===== src/rtl/core/rdc_pkg.sv =====
// ============================================================================
// rdc_pkg: shared types, constants and microprogram of the radix converter
// Holds the control word layout, the step codes of the microprogram, the
// divider control and status groups, and the digit and base helpers.
// ============================================================================
`default_nettype none

package rdc_pkg;

  // Field widths fixed by the interface.
  localparam int VALUE_W   = 31;
  localparam int BASE_W    = 6;
  localparam int DIGIT_W   = 6;
  localparam int CHAR_W    = 7;

  // Configuration register map.
  localparam int CFG_AW                    = 3;
  localparam logic [CFG_AW-1:0] CFG_BASE_ADDR = 3'd0;

  // Base limits and reset value.
  localparam logic [BASE_W-1:0] BASE_MIN   = 6'd2;
  localparam logic [BASE_W-1:0] BASE_MAX   = 6'd36;
  localparam logic [BASE_W-1:0] BASE_RESET = 6'd10;

  // Digit to character mapping.
  localparam logic [CHAR_W-1:0] ASCII_ZERO      = 7'd48;
  localparam logic [CHAR_W-1:0] ASCII_ALPHA_OFS = 7'd55;
  localparam logic [DIGIT_W-1:0] DEC_LIMIT      = 6'd10;

  // Long division: the dividend is padded to a whole number of chunks and
  // DIV_BITS quotient bits are produced per cycle.
  localparam int DVD_W      = 32;
  localparam int DIV_BITS   = 4;
  localparam int DIV_CYCLES = DVD_W / DIV_BITS;
  localparam int CYC_W      = $clog2(DIV_CYCLES);

  // Microprogram step codes.
  localparam int PC_W = 3;
  localparam logic [PC_W-1:0] ST_IDLE = 3'd0;
  localparam logic [PC_W-1:0] ST_DIV  = 3'd1;
  localparam logic [PC_W-1:0] ST_PUSH = 3'd2;
  localparam logic [PC_W-1:0] ST_POP  = 3'd3;
  localparam logic [PC_W-1:0] ST_EMIT = 3'd4;

  // Jump condition codes.
  localparam logic [2:0] JC_NEVER    = 3'd0;
  localparam logic [2:0] JC_NO_START = 3'd1;
  localparam logic [2:0] JC_DIV_MORE = 3'd2;
  localparam logic [2:0] JC_QUOT_NZ  = 3'd3;
  localparam logic [2:0] JC_STACK_NZ = 3'd4;

  typedef struct packed {
    logic [2:0]      cond;
    logic [PC_W-1:0] target;
    logic            fall_idle;
    logic            load;
    logic            div_step;
    logic            push;
    logic            pop;
    logic            emit;
  } uword_t;

  typedef struct packed {
    logic load;
    logic step;
    logic restart;
  } div_ctl_t;

  typedef struct packed {
    logic               last_cycle;
    logic               quot_nz;
    logic [DIGIT_W-1:0] rem;
  } div_sts_t;

  // Control store. A taken jump goes to target; otherwise the sequencer
  // moves to the next step, or back to idle when fall_idle is set.
  function automatic uword_t ucode(input logic [PC_W-1:0] pc);
    uword_t w;
    w = '0;
    case (pc)
      ST_IDLE: begin
        w.cond   = JC_NO_START;
        w.target = ST_IDLE;
        w.load   = 1'b1;
      end
      ST_DIV: begin
        w.cond     = JC_DIV_MORE;
        w.target   = ST_DIV;
        w.div_step = 1'b1;
      end
      ST_PUSH: begin
        w.cond   = JC_QUOT_NZ;
        w.target = ST_DIV;
        w.push   = 1'b1;
      end
      ST_POP: begin
        w.cond   = JC_NEVER;
        w.target = ST_IDLE;
        w.pop    = 1'b1;
      end
      ST_EMIT: begin
        w.cond      = JC_STACK_NZ;
        w.target    = ST_EMIT;
        w.fall_idle = 1'b1;
        w.pop       = 1'b1;
        w.emit      = 1'b1;
      end
      default: begin
        w.cond      = JC_NEVER;
        w.target    = ST_IDLE;
        w.fall_idle = 1'b1;
      end
    endcase
    return w;
  endfunction

  function automatic logic [BASE_W-1:0] eff_base(input logic [BASE_W-1:0] b);
    logic [BASE_W-1:0] r;
    if (b < BASE_MIN) begin
      r = BASE_MIN;
    end else if (b > BASE_MAX) begin
      r = BASE_MAX;
    end else begin
      r = b;
    end
    return r;
  endfunction

  function automatic logic [CHAR_W-1:0] digit_to_ascii(input logic [DIGIT_W-1:0] d);
    logic [CHAR_W-1:0] c;
    if (d < DEC_LIMIT) begin
      c = ASCII_ZERO + {1'b0, d};
    end else begin
      c = ASCII_ALPHA_OFS + {1'b0, d};
    end
    return c;
  endfunction

endpackage

`default_nettype wire


===== src/rtl/core/rdc_divider.sv =====
// ============================================================================
// rdc_divider: chunked long division of the value by the base
// Holds dividend, partial remainder and chunk counter; each step retires
// DIV_BITS quotient bits, leaving the quotient in place of the dividend.
// ============================================================================
`default_nettype none

module rdc_divider
  import rdc_pkg::*;
(
  input  wire logic               clk,
  input  wire logic               rst_n,
  input  wire div_ctl_t           ctl,
  input  wire logic [VALUE_W-1:0] value,
  input  wire logic [BASE_W-1:0]  base,
  output div_sts_t                sts
);

  logic [DVD_W-1:0]   dvd_r, dvd_nxt;
  logic [DIGIT_W-1:0] rem_r, rem_nxt;
  logic [BASE_W-1:0]  base_r;
  logic [CYC_W-1:0]   cyc_r, cyc_nxt;

  logic [DIGIT_W-1:0] r_step;
  logic [DIV_BITS-1:0] q_step;

  // Radix-2 restoring steps on the narrow remainder; it stays below base.
  always_comb begin
    logic [DIGIT_W:0] t;
    logic [DIGIT_W:0] diff;
    r_step = rem_r;
    q_step = '0;
    for (int i = 0; i < DIV_BITS; i++) begin
      t    = {r_step, dvd_r[DVD_W-1-i]};
      diff = t - {1'b0, base_r};
      if (t >= {1'b0, base_r}) begin
        r_step              = diff[DIGIT_W-1:0];
        q_step[DIV_BITS-1-i] = 1'b1;
      end else begin
        r_step = t[DIGIT_W-1:0];
      end
    end
  end

  always_comb begin
    dvd_nxt = dvd_r;
    rem_nxt = rem_r;
    cyc_nxt = cyc_r;
    if (ctl.load) begin
      dvd_nxt = {{(DVD_W-VALUE_W){1'b0}}, value};
      rem_nxt = '0;
      cyc_nxt = '0;
    end else if (ctl.step) begin
      dvd_nxt = {dvd_r[DVD_W-DIV_BITS-1:0], q_step};
      rem_nxt = r_step;
      cyc_nxt = cyc_r + 1'b1;
    end else if (ctl.restart) begin
      rem_nxt = '0;
      cyc_nxt = '0;
    end
  end

  always_ff @(posedge clk) begin
    if (!rst_n) begin
      cyc_r <= '0;
    end else begin
      cyc_r <= cyc_nxt;
    end
  end

  always_ff @(posedge clk) begin
    dvd_r <= dvd_nxt;
    rem_r <= rem_nxt;
    if (ctl.load) begin
      base_r <= eff_base(base);
    end
  end

  assign sts.last_cycle = (cyc_r == CYC_W'(DIV_CYCLES - 1));
  assign sts.quot_nz    = (dvd_r != '0);
  assign sts.rem        = rem_r;

endmodule

`default_nettype wire


===== src/rtl/core/radix_digit_converter.sv =====
// ============================================================================
// radix_digit_converter: integer to base-N character string converter
// Converts one non-negative integer to the configured base and emits its digits
// most significant first as ASCII characters with group and last marks.
// ============================================================================
//
// A transaction is accepted on a rising edge with start high and busy low.
// The value is divided repeatedly by the base held in the base register
// (byte address 0; values below 2 act as 2, above 36 act as 36), and each
// remainder is pushed onto an internal digit stack. The stack is then popped
// and one result transaction is presented per digit, most significant
// first, for exactly one cycle with out_strobe high; the receiver cannot
// stall, so results must be taken as they come. The block stays busy until
// the final digit of a value has been emitted and takes no new value before
// then. A result has at most 31 digits, in binary. For every digit the
// divider retires four quotient bits per cycle over every chunk of the
// dividend and one push step follows; after the last digit come one pop
// step and then one emission step per digit. Digits appear on the output
// in the cycle after the sequencer emits them, so the final digit may
// overlap the first cycle in which busy is low again. out_group_end is set
// when the number of digits still to come is a multiple of four (always on
// the final digit), and out_last marks the final digit. The base register
// may only be written while no conversion is in flight.
//
`default_nettype none

module radix_digit_converter
  import rdc_pkg::*;
#(
  parameter int DIGIT_DEPTH = 32
)(
  input  wire logic               clk,
  input  wire logic               rst_n,
  // Input transaction
  input  wire logic               start,
  output logic                    busy,
  input  wire logic [VALUE_W-1:0] in_value,
  // Result transaction
  output logic                    out_strobe,
  output logic [CHAR_W-1:0]       out_digit_char,
  output logic                    out_group_end,
  output logic                    out_last,
  // Configuration port
  input  wire logic               psel,
  input  wire logic               penable,
  input  wire logic               pwrite,
  input  wire logic [CFG_AW-1:0]  paddr,
  input  wire logic [31:0]        pwdata,
  output logic [31:0]             prdata,
  output logic                    pready
);

  localparam int AW = $clog2(DIGIT_DEPTH);
  localparam int CW = $clog2(DIGIT_DEPTH + 1);

  // --------------------------------------------------------------------------
  // Configuration register
  // --------------------------------------------------------------------------
  logic [BASE_W-1:0] base_r;
  logic              cfg_wr;

  assign pready = 1'b1;
  assign cfg_wr = psel && penable && pwrite && pready && (paddr == CFG_BASE_ADDR);

  always_ff @(posedge clk) begin
    if (!rst_n) begin
      base_r <= BASE_RESET;
    end else if (cfg_wr) begin
      base_r <= pwdata[BASE_W-1:0];
    end
  end

  always_comb begin
    prdata = '0;
    if (paddr == CFG_BASE_ADDR) begin
      prdata = {{(32-BASE_W){1'b0}}, base_r};
    end
  end

  // --------------------------------------------------------------------------
  // Microcode sequencer
  // --------------------------------------------------------------------------
  logic [PC_W-1:0] pc_r, pc_nxt;
  uword_t          uw;
  logic            jump;
  div_ctl_t        div_ctl;
  div_sts_t        div_sts;
  logic [CW-1:0]   count_r, count_nxt;

  assign uw   = ucode(pc_r);
  assign busy = (pc_r != ST_IDLE);

  always_comb begin
    case (uw.cond)
      JC_NEVER:    jump = 1'b0;
      JC_NO_START: jump = !start;
      JC_DIV_MORE: jump = !div_sts.last_cycle;
      JC_QUOT_NZ:  jump = div_sts.quot_nz;
      JC_STACK_NZ: jump = (count_r != '0);
      default:     jump = 1'b0;
    endcase
  end

  always_comb begin
    if (jump) begin
      pc_nxt = uw.target;
    end else if (uw.fall_idle) begin
      pc_nxt = ST_IDLE;
    end else begin
      pc_nxt = pc_r + 1'b1;
    end
  end

  always_ff @(posedge clk) begin
    if (!rst_n) begin
      pc_r <= ST_IDLE;
    end else begin
      pc_r <= pc_nxt;
    end
  end

  // --------------------------------------------------------------------------
  // Divider
  // --------------------------------------------------------------------------
  assign div_ctl.load    = uw.load && start;
  assign div_ctl.step    = uw.div_step;
  assign div_ctl.restart = uw.push;

  rdc_divider u_div (
    .clk   (clk),
    .rst_n (rst_n),
    .ctl   (div_ctl),
    .value (in_value),
    .base  (base_r),
    .sts   (div_sts)
  );

  // --------------------------------------------------------------------------
  // Digit stack. Remainders go in least significant first; popping reads
  // them back most significant first. Reads are registered, so a pop issued
  // in one cycle delivers its digit for emission in the next.
  // --------------------------------------------------------------------------
  logic [DIGIT_W-1:0] stack_mem [DIGIT_DEPTH];
  logic [DIGIT_W-1:0] rd_data_r;
  logic [CW-1:0]      count_m1;
  logic               push_en;
  logic               pop_en;

  assign count_m1 = count_r - 1'b1;
  // Digits beyond the stack depth are dropped.
  assign push_en  = uw.push && (count_r < CW'(DIGIT_DEPTH));
  assign pop_en   = uw.pop && (count_r != '0);

  always_comb begin
    count_nxt = count_r;
    if (push_en) begin
      count_nxt = count_r + 1'b1;
    end else if (pop_en) begin
      count_nxt = count_m1;
    end
  end

  always_ff @(posedge clk) begin
    if (!rst_n) begin
      count_r <= '0;
    end else begin
      count_r <= count_nxt;
    end
  end

  always_ff @(posedge clk) begin
    if (push_en) begin
      stack_mem[count_r[AW-1:0]] <= div_sts.rem;
    end
    if (pop_en) begin
      rd_data_r <= stack_mem[count_m1[AW-1:0]];
    end
  end

  // --------------------------------------------------------------------------
  // Result register. While emitting, count_r holds the number of digits
  // still to come after the one being presented.
  // --------------------------------------------------------------------------
  logic              out_strobe_r;
  logic [CHAR_W-1:0] out_char_r;
  logic              out_group_r;
  logic              out_last_r;

  always_ff @(posedge clk) begin
    if (!rst_n) begin
      out_strobe_r <= 1'b0;
    end else begin
      out_strobe_r <= uw.emit;
    end
  end

  always_ff @(posedge clk) begin
    if (uw.emit) begin
      out_char_r  <= digit_to_ascii(rd_data_r);
      out_group_r <= (count_r[1:0] == 2'b00);
      out_last_r  <= (count_r == '0);
    end
  end

  assign out_strobe     = out_strobe_r;
  assign out_digit_char = out_char_r;
  assign out_group_end  = out_group_r;
  assign out_last       = out_last_r;

  // --------------------------------------------------------------------------
  // Assertions
  // --------------------------------------------------------------------------
  a_count_bound: assert property (@(posedge clk) disable iff (!rst_n)
    count_r <= CW'(DIGIT_DEPTH))
    else $error("digit stack count beyond depth");

  a_idle_empty: assert property (@(posedge clk) disable iff (!rst_n)
    !busy |-> (count_r == '0))
    else $error("digit stack not empty while idle");

  a_accept_busy: assert property (@(posedge clk) disable iff (!rst_n)
    (start && !busy) |=> busy)
    else $error("accepted transaction did not start a conversion");

  a_digits_contiguous: assert property (@(posedge clk) disable iff (!rst_n)
    (out_strobe && !out_last) |=> out_strobe)
    else $error("gap in digit stream before last digit");

  a_last_grouped: assert property (@(posedge clk) disable iff (!rst_n)
    (out_strobe && out_last) |-> out_group_end)
    else $error("final digit without group mark");

endmodule

`default_nettype wire

===== config.mk =====
export PLATFORM = sky130hd
export DESIGN_NAME = radix_digit_converter
export DESIGN_NICKNAME = d
export VERILOG_FILES = /design/src/rtl/core/rdc_pkg.sv /design/src/rtl/core/rdc_divider.sv /design/src/rtl/core/radix_digit_converter.sv
export SDC_FILE = /design/constraint.sdc
export NUM_CORES = 1
export LEC_CHECK = 0
export ABC_AREA = 0
export BUFFER_PORTS_ARGS = -buffer_cell sky130_fd_sc_hd__buf_2
export CAP_MARGIN = 10
export CORE_ASPECT_RATIO = 1.75
export CORE_UTILIZATION = 54
export DETAILED_ROUTE_END_ITERATION = 8
export PLACE_DENSITY = 0.87
export SYNTH_ARGS = -nofsm -noshare
export SYNTH_HDL_FRONTEND = slang
export SYNTH_SLANG_ARGS = --single-unit

===== constraint.sdc =====
create_clock -name clk -period 7.1 [get_ports clk]
set_input_delay 0.71 -clock clk [delete_from_list [all_inputs] [get_ports clk]]
set_output_delay 0.71 -clock clk [all_outputs]
set_load 0.1 [all_outputs]

==> impl_metrics.yaml, run 1 <==
global_routing:
  grt_pass1_wl_mm: 42.6
  grt_max_degree: 56
  grt_pass1_vias: 7998
  grtUsageTotal_pct: 23.4
  grt.overflow.total: 0
  antenna_found_initial: 0
sta:
  setup_viol: 0
  final.setup.tns_ns: 0
  tightest_slew_ns: 1.16
  post-route-min-period_ns: 6.79
  layout_setup_ws_ns: 0.305
  drv_slew: 0
  finalCritPeriodShare_pct: 95.7
  clock_skew_ns: 0.0143
  rsz0062_at_grt: "no"
  relSlewSlack_pct: 22.7
  finalHoldViolations: 0
  timing.fmax_mhz: 147
place:
  place_ws_ns: -0.212
  post-place-cells: 1266
  port_buffers: 62
  gp_congestion: 1.02
  dp_hpwl_mm: 19.4
synthesis:
  synth_edf_count: 244
  synth_largest_area_cell: "edfxtp_1"
  synthTopCellsByArea: "edfxtp_1 58%, mux4_2 11%, dfxtp_1 4.1%"
  mappedNetlistArea_mm2: 0.0127
  yosys.area.top_type_share_pct: 57.6
  synth_area_per_cell_um2: 14.2
  synthArstFlopShare_pct: 0
  ys_types: 70
  synth-main-ff-cell: "edfxtp_1"
  seq_area_frac_synth_pct: 61.7
  ys_ff_latch: 270
  netlist_instances: 896
  synth_warnings: 0
routing:
  ant_nets: 0
  drc: 0
  wl_per_cell_um: 21.2
  drt-total-wl_mm: 27.8
  dr.first_iter.drc_count: 793
  drt_first_pass_iters: 5
  vias: 7851
  vias_per_cell: 5.97
clocking:
  cts_htree_levels: 1
  clock_latency_ns: 0.53
  cts_buffer_depth: 3
  cts_tree: "done"
  clock-root-buffer: "clkbuf_16"
  cts_buffers: 23
  cts.sinks: 270
  clk_pin_slew_ns: 0.07
power_and_ir_drop:
  p_switching_w: 0.00240
  leakagePower_nw: 5.23
  peakVddDrop_uv: 463
  p_seq_share_pct: 33.1
  powerDensity_mw_per_mm2: 442
  p_int_w: 0.00394
  combPwrFrac_pct: 46.7
  swShare_pct: 37.8
  pwr-share-clk_pct: 20.1
worst_setup_path:
  critPathKind: "reg2reg"
  cp.arrival_ns: 7.20
  start_kind: "flop"
  end_kind: "flop"
  worstPathRequired_ns: 7.51
  ff2ff_path_depth: 31
  crit_family: "compound AO/OA/AOI/OAI gates"
  r2r_setup_slack_ns: 0.31
  crit_buf_inv: 3
  critPathMaxStageDelay_ns: 0.40
  critPathMaxFanout: 7
  reg2reg_to: "u_div.rem_r[1]"
  cp_common_cell: "ha_1"
  slowest_stage: "ha_2"
  r2r-start: "u_div.base_r[5]"
worst_hold_path:
  worstHoldStart: "pwdata[1]"
  holdPathEnd: "base_r[1]"
  holdPathStages: 3
  hp-class: "in2reg"
run_status:
  status: "finished clean"
layout:
  final_cell_mix: "244 x edfxtp_1, 124 x nand2_1, 64 x nor2_1, 62 x buf_2, 60 x mux4_2"
  nets: 1107
  drive_above_1_share_pct: 24.5
  final_common_cell: "edfxtp_1"
  diodes: 0
  syn2layout_area_growth_pct: 12.8
  finalNonFillerCells: 1314
  final_core_util_pct: 61.8
die:
  die_h_um: 205
  rows: 74
  die_w_um: 118
  ios: 116
  start_util_pct: 54.7
  core_mm2: 0.0232
  dieArea_mm2: 0.0242
flow_run:
  cap_violations: 0
[final cells by class]
cell class	instances	area, um^2
Fill cell	1639	8890
Sequential cell	270	7860
Multi-Input combinational cell	563	4590
Timing Repair Buffer	105	653
Clock buffer	28	614
Tap cell	304	380
Clock inverter	14	149
Inverter	30	113
[synthesized netlist by cell type, types with 3 or more instances]
| master | number |
|---|---|
| a211oi_1 | 4 |
| a21boi_0 | 3 |
| a21o_1 | 5 |
| a21oi_1 | 26 |
| a22oi_1 | 3 |
| and2_1 | 12 |
| and3_1 | 8 |
| and4_1 | 3 |
| buf_2 | 6 |
| buf_4 | 28 |
| clkbuf_1 | 22 |
| dfxtp_1 | 26 |
| edfxtp_1 | 244 |
| fa_1 | 4 |
| ha_1 | 38 |
| inv_1 | 30 |
| mux2_2 | 10 |
| mux2i_1 | 16 |
| mux4_2 | 60 |
| nand2_1 | 124 |
| nand2b_1 | 5 |
| nand3_1 | 9 |
| nand3b_1 | 3 |
| nand4_1 | 7 |
| nor2_1 | 65 |
| nor2b_1 | 17 |
| nor3_1 | 9 |
| nor4_1 | 10 |
| o211ai_1 | 5 |
| o21a_1 | 7 |
| o21ai_0 | 13 |
| o21ai_1 | 3 |
| o311a_1 | 3 |
| o31ai_1 | 3 |
| or3_1 | 5 |
| xnor2_1 | 12 |
| xor2_1 | 6 |
[state kept, by name (all words and copies together), names as in the netlist]
register / count
u_div.rem_r: 6
out_group_end: 1
u_div.dvd_r: 32
out_strobe: 1
out_digit_char: 7
count_r: 6
pc_r: 3
u_div.base_r: 6
u_div.cyc_r: 3
stack_mem: 192
rd_data_r: 6
out_last: 1
base_r: 6
[through the flow]
| stage | total power (W) | area [um^2] | hold slack, ns |
|---|---|---|---|
| after detailed placement | 0.00484 | 13500 | 0.510 |
| final | 0.00634 | 14400 | 0.407 |
| after global routing | 0.00664 | 14400 | 0.434 |
| after global placement | 0.00473 | 13500 | 0.486 |
| after floorplan | 0.00404 | 12800 | 0.470 |
| after CTS | 0.00614 | 14300 | 0.396 |
[worst max-delay path by stage]
stage / from / endpoint / slack (ns) / depth (start not counted)
global placement: u_div.base_r[0] / u_div.rem_r[1] / -0.02 / 30
detailed placement: u_div.base_r[5] / u_div.rem_r[1] / -0.21 / 31
finish: u_div.base_r[5] / u_div.rem_r[1] / 0.31 / 31
floorplan: u_div.rem_r[2] / u_div.rem_r[3] / 0.02 / 30
global route: u_div.base_r[0] / u_div.rem_r[1] / 0.02 / 30
CTS: u_div.base_r[5] / u_div.rem_r[1] / 0.02 / 31
[repair_timing]
item                                    CTS  global route
endpoints found under the hold margin     0             0
hold buffers                              0             0
pin swaps                                 0             1
cloned                                    0             0
endpoints found under the setup margin    7             7
resized for setup                         6            11
buffers inserted                          0             5
[power by group through the flow]
stage	logic, W	clock network [W]	registers (W)
floorplan	0.00193	0	0.00211
global placement	0.00260	0	0.00213
detailed placement	0.00270	0	0.00214
CTS	0.00275	0.00129	0.00210
global route	0.00318	0.00135	0.00212
finish	0.00296	0.00128	0.00210
[worst register-to-register path: cells and delay by family, from the launching register on]
family,cells,cell delay (ns)
multiplexers,2,0.56
buffers and inverters,3,0.26
adder cells (fa/ha/maj),4,1.21
AND/OR/NAND/NOR,8,1.46
AO/OA/AOI/OAI,14,2.85
flip-flops,1,0.33
[layer usage]
layer | vias up | wire length (um) | GRT usage (%)
met4 | 0 | 1800 | 16.2
met2 | 395 | 15500 | 44.9
li1 | 3532 | - | -
met1 | 3819 | 9030 | 23.3
met5 | - | 0 | 0
met3 | 105 | 1480 | 2.59
[cell families (layout without fill, tap and decap cells)]
family / Yosys count / count (layout) / share of synthesized area [%]
buf+inv: 88 / 177 / 3.48
simple gates: 289 / 289 / 10.6
compound gates: 101 / 101 / 5.78
mux: 86 / 86 / 12.8
other cells: 2 / 27 / 0.0590
xor+xnor: 18 / 18 / 1.24
fa+ha+maj: 42 / 42 / 4.37
flops: 270 / 270 / 61.7
No activity file was read; power rests on OpenSTA's default activity.
==> inputs of run 2 (changes only) <==
--- a/config.mk
+++ b/config.mk
@@ -12,5 +12,5 @@
 export CORE_UTILIZATION = 54
 export DETAILED_ROUTE_END_ITERATION = 8
-export PLACE_DENSITY = 0.87
+export PLACE_DENSITY = 0.76
 export SYNTH_ARGS = -nofsm -noshare
 export SYNTH_HDL_FRONTEND = slang
==> constraint.sdc (replaced) <==
create_clock -name clk -period 7.1 [get_ports clk]
set_input_delay 0.71 -clock clk [delete_from_list [all_inputs] [get_ports clk]]
set_output_delay 0.71 -clock clk [all_outputs]
set_load 0.05 [all_outputs]
==> impl_metrics.yaml, run 2 (synthesis gave the netlist of run 1 again) <==
worst_setup_path:
  critPathKind: "reg2reg"
  slowest_stage: "edfxtp_1"
  crit_family: "compound AO/OA/AOI/OAI gates"
  end_kind: "flop"
  worstPathRequired_ns: 7.33
  cp_common_cell: "a21oi_2"
  reg2reg_to: "u_div.dvd_r[0]"
  r2r_setup_slack_ns: 0.44
  critPathMaxStageDelay_ns: 0.44
  crit_buf_inv: 2
  ff2ff_path_depth: 30
  r2r-start: "u_div.base_r[1]"
  critPathMaxFanout: 6
  cp.arrival_ns: 6.88
  start_kind: "flop"
worst_hold_path:
  worstHoldStart: "pwdata[3]"
  hp-class: "in2reg"
  holdPathStages: 3
  holdPathEnd: "base_r[3]"
place:
  port_buffers: 62
  dp_hpwl_mm: 19.6
  dpl-instance-area_mm2: 0.0136
  place_ws_ns: 0.0777
  gp_congestion: 0.970
  post-place-cells: 1289
power_and_ir_drop:
  p_switching_w: 0.00232
  combPwrFrac_pct: 47.7
  p_seq_share_pct: 33.2
  pwr-share-clk_pct: 19.1
  peakVddDrop_uv: 406
  p_int_w: 0.00401
  powerDensity_mw_per_mm2: 438
  leakagePower_nw: 5.32
  swShare_pct: 36.7
routing:
  top_layer: "met4"
  drt-total-wl_mm: 27.3
  vias: 7695
  drt_first_pass_iters: 5
  wl_met2_mm: 15.7
  dr.first_iter.drc_count: 403
  vias_per_cell: 5.76
  wl_per_cell_um: 20.4
  drc: 0
  wl_met1_mm: 9.00
  ant_nets: 0
  wl_met3_mm: 1.24
layout:
  design_area_mm2: 0.0144
  final_cell_mix: "244 x edfxtp_1, 123 x nand2_1, 65 x nor2_1, 64 x buf_4, 62 x buf_2"
  fillCellCount: 1693
  nets: 1129
  drive_above_1_share_pct: 25.7
  largest_reg_flops: 192
  ff_latch_area_mm2: 0.00786
  syn2layout_area_growth_pct: 13.6
  multiInputGateArea_mm2: 0.00459
  final_common_cell: "edfxtp_1"
  finalNonFillerCells: 1337
sta:
  rsz0062_at_grt: "no"
  timing.fmax_mhz: 150
  whs_ns: 0.405
  final.setup.tns_ns: 0
  tightest_slew_ns: 1.17
  setup_viol: 0
  relSlewSlack_pct: 21.7
  finalHoldViolations: 0
  post-route-min-period_ns: 6.66
  drv_slew: 0
  layout_setup_ws_ns: 0.444
  finalCritPeriodShare_pct: 93.7
  clock_skew_ns: 0.0110
clocking:
  clock-root-buffer: "clkbuf_16"
  clock_latency_ns: 0.53
  postCtsHoldBufs: 0
  cts_htree_levels: 1
  cts_tree: "done"
  cts_buffers: 24
  cts_buffer_depth: 3
  clk_pin_slew_ns: 0.06
  cts.sinks: 270
flow_run:
  cap_violations: 0
die:
  die_w_um: 118
  core_mm2: 0.0232
  dieArea_mm2: 0.0242
  ios: 116
  rows: 74
  start_util_pct: 54.7
  die_h_um: 205
global_routing:
  grt.overflow.total: 0
  grt_pass1_vias: 7757
  antenna_found_initial: 1
  grtUsageTotal_pct: 23.2
  grt_pass1_wl_mm: 42.0
  grt_max_degree: 56
run_status:
  status: "finished clean"
## run 2: cell types whose count changed in the layout (fill, tap and decap cells not counted), sizes merged
cell      before  now
bufinv         2    0
buf          105  126
clkinvlp       3    1
diode          0    1
clkinv         4   12
clkbuf        28   29
inv           35   31
## run 2: routing by layer
metal	global-route usage, %	vias to the layer above
li1	-	3582
met1	23.1	3772
met2	45.9	270
met3	2.51	71
met4	13.0	0
met5	0	-
## run 2: tightest hold or removal path, cell delays in order
cell and delay (ns):
buf_2 0.08, mux2i_1 0.06, nand2_1 0.06
## run 2: worst max-delay path by stage
stage          slack, ns        endpoint             from  cells past startpoint
2_1_floorplan       0.02  u_div.rem_r[3]   u_div.rem_r[2]                     30
3_3_place_gp        0.12  u_div.dvd_r[0]  u_div.base_r[0]                     30
3_5_place_dp        0.08  u_div.dvd_r[0]  u_div.base_r[4]                     31
4_1_cts            0.009  u_div.rem_r[1]  u_div.base_r[4]                     32
5_1_grt             0.07  u_div.rem_r[1]  u_div.base_r[0]                     31
6_report            0.44  u_div.dvd_r[0]  u_div.base_r[1]                     30
## run 2: layout make-up
cell class | instances | area share, %
clock buffer | 29 | 4.43
sequential | 270 | 54.4
tap | 304 | 2.63
inverter | 30 | 0.779
clock inverter | 14 | 0.554
timing repair buffer | 126 | 5.47
multi-input combinational | 563 | 31.7
antenna | 1 | 0.0173
## run 2: through the flow
| step | util (%) | power (W) |
|---|---|---|
| floorplan | - | 0.00399 |
| global placement | 58.7 | 0.00499 |
| detailed placement | 58.7 | 0.00503 |
| CTS | 61.8 | 0.00626 |
| global route | 62.2 | 0.00671 |
| finish | 62.2 | 0.00634 |
## run 2: timing repair
item                       CTS  global route
setup buffers                0             4
gates resized for setup      2            16
pin swaps                    0             7
setup endpoints to repair    1             7
## run 2: power by group through the flow
| stage | Combinational, W | Clock (W) | Sequential [W] |
|---|---|---|---|
| after floorplan | 0.00188 | 0 | 0.00211 |
| after global placement | 0.00287 | 0 | 0.00213 |
| after detailed placement | 0.00290 | 0 | 0.00213 |
| after CTS | 0.00293 | 0.00123 | 0.00210 |
| after global routing | 0.00332 | 0.00128 | 0.00212 |
| final | 0.00302 | 0.00121 | 0.00210 |
==> inputs of run 3 (changes only) <==
Settings changed: ABC_AREA 0 to not set, CORE_UTILIZATION 54 to 25, PLACE_DENSITY 0.76 to not set, SLEW_MARGIN set to 5.
==> impl_metrics.yaml, run 3 (synthesis gave the netlist of run 1 again) <==
sta:
  setup_viol: 0
  timing.fmax_mhz: 149
  final.setup.tns_ns: 0
  whs_ns: 0.397
  finalCritPeriodShare_pct: 94.5
  finalHoldViolations: 0
  relSlewSlack_pct: 34.4
  post-route-min-period_ns: 6.71
  drv_slew: 0
  tightest_slew_ns: 0.980
  clock_skew_ns: 0.0309
layout:
  diodes: 0
  multiInputGateArea_mm2: 0.00459
  syn2layout_area_growth_pct: 18.2
  nets: 1138
  fillCellCount: 5033
  drive_above_1_share_pct: 26.4
  final_cell_mix: "244 x edfxtp_1, 124 x nand2_1, 72 x buf_4, 65 x nor2_1, 62 x buf_2"
  final_common_cell: "edfxtp_1"
  ff_latch_area_mm2: 0.00786
  largest_reg_flops: 192
routing:
  vias: 7614
  drt-total-wl_mm: 29.0
  drc: 0
  ant_nets: 0
  vias_per_cell: 4.46
  drt_first_pass_iters: 5
  dr.first_iter.drc_count: 412
  wl_per_cell_um: 17.0
worst_setup_path:
  r2r_setup_slack_ns: 0.39
  critPathMaxStageDelay_ns: 0.41
  r2r-start: "u_div.dvd_r[31]"
  cp.arrival_ns: 7.14
  slowest_stage: "fa_1"
  critPathMaxFanout: 7
  ff2ff_path_depth: 31
  reg2reg_to: "u_div.rem_r[3]"
  end_kind: "flop"
  worstPathRequired_ns: 7.53
  critPathKind: "reg2reg"
  start_kind: "flop"
power_and_ir_drop:
  powerDensity_mw_per_mm2: 430
  leakagePower_nw: 5.41
  peakVddDrop_uv: 341
clocking:
  clk_pin_slew_ns: 0.07
  cts_htree_levels: 1
  cts.sinks: 270
  postCtsHoldBufs: 0
  clock-root-buffer: "clkbuf_16"
  cts_buffers: 25
  cts_tree: "done"
  clock_latency_ns: 0.56
  cts_buffer_depth: 3
global_routing:
  grt_max_degree: 51
  grt.overflow.total: 0
  antenna_found_initial: 0
  grt_pass1_wl_mm: 44.6
  grtUsageTotal_pct: 11.1
  grt_pass1_vias: 7913
die:
  start_util_pct: 25.3
  die_w_um: 173
  dieArea_mm2: 0.0518
  die_h_um: 300
  ios: 116
  core_mm2: 0.0503
  rows: 109
worst_hold_path:
  hp-class: "in2reg"
  worstHoldStart: "pwdata[3]"
  holdPathStages: 3
  holdPathEnd: "base_r[3]"
flow_run:
  cap_violations: 0
place:
  port_buffers: 62
  gp_congestion: 0.880
  dp_hpwl_mm: 20.8
run_status:
  status: "finished clean"
[run 3: cell count changes in the layout (fill, tap and decap cells not counted), sizes merged]
cell / before / now
clkinvlp: 1 / 0
clkinv: 12 / 5
diode: 1 / 0
bufinv: 0 / 1
inv: 31 / 32
clkbuf: 29 / 37
buf: 126 / 134
[run 3: how the worst max path moves through the flow]
stage,startpoint,end,slack [ns],cells after the start
final,u_div.dvd_r[31],u_div.rem_r[3],0.39,31
after global routing,u_div.dvd_r[31],u_div.rem_r[3],-0.01,31
after CTS,u_div.dvd_r[31],u_div.rem_r[3],0.02,30
after detailed placement,u_div.dvd_r[31],u_div.rem_r[3],0.001,30
after global placement,u_div.base_r[0],u_div.rem_r[3],0.05,29
after floorplan,u_div.rem_r[2],u_div.rem_r[3],0.02,30
[run 3: cell type report]
class / count / share of cell area (%)
multi-input combinational: 563 / 30.5
clock inverter: 8 / 0.607
clock buffer: 37 / 4.72
inverter: 30 / 0.749
timing repair buffer: 134 / 5.66
sequential: 270 / 52.2
tap: 666 / 5.54
[run 3: power by group]
group	switching, W	internal [W]
combinational	0.00165	0.00141
clock	0.000597	0.000738
sequential	0.0000964	0.00199
[run 3: per-layer routing]
layer,GRT usage [%],share of wire (%)
met1,11.2,35
met2,22.2,57
met3,1.07,3.8
met4,6.04,4.5
met5,0,0
[run 3: worst max-delay path: cells and delay by family, from the launching register on]
family | cells | cell delay [ns]
AOI/OAI and AO/OA | 13 | 2.99
xor gates and xnor gates | 1 | 0.12
adders and majority gates | 5 | 1.61
buffers and inverters | 2 | 0.25
DFF | 1 | 0.33
and+or+nand+nor | 10 | 1.30
[run 3: timing repair]
| item | 4_1_cts | 5_1_grt |
|---|---|---|
| endpoints found under the hold margin | 0 | 0 |
| pin swaps | 0 | 8 |
| setup endpoints to repair | 5 | 7 |
| gates resized for setup | 3 | 13 |
| buffers inserted | 0 | 5 |
| gates cloned | 0 | 0 |
[run 3: through the flow]
stage	power [W]	setup WS, ns	util [%]	area [um^2]	cells
finish	0.00647	0.389	29.9	15000	1708
global route	0.00686	-0.0110	29.9	15000	1708
CTS	0.00640	0.0173	29.7	15000	1703
detailed placement	0.00504	0.000976	28.1	14200	1658
global placement	0.00499	0.0478	28.1	14200	1658
floorplan	0.00399	0.0246	-	12800	921
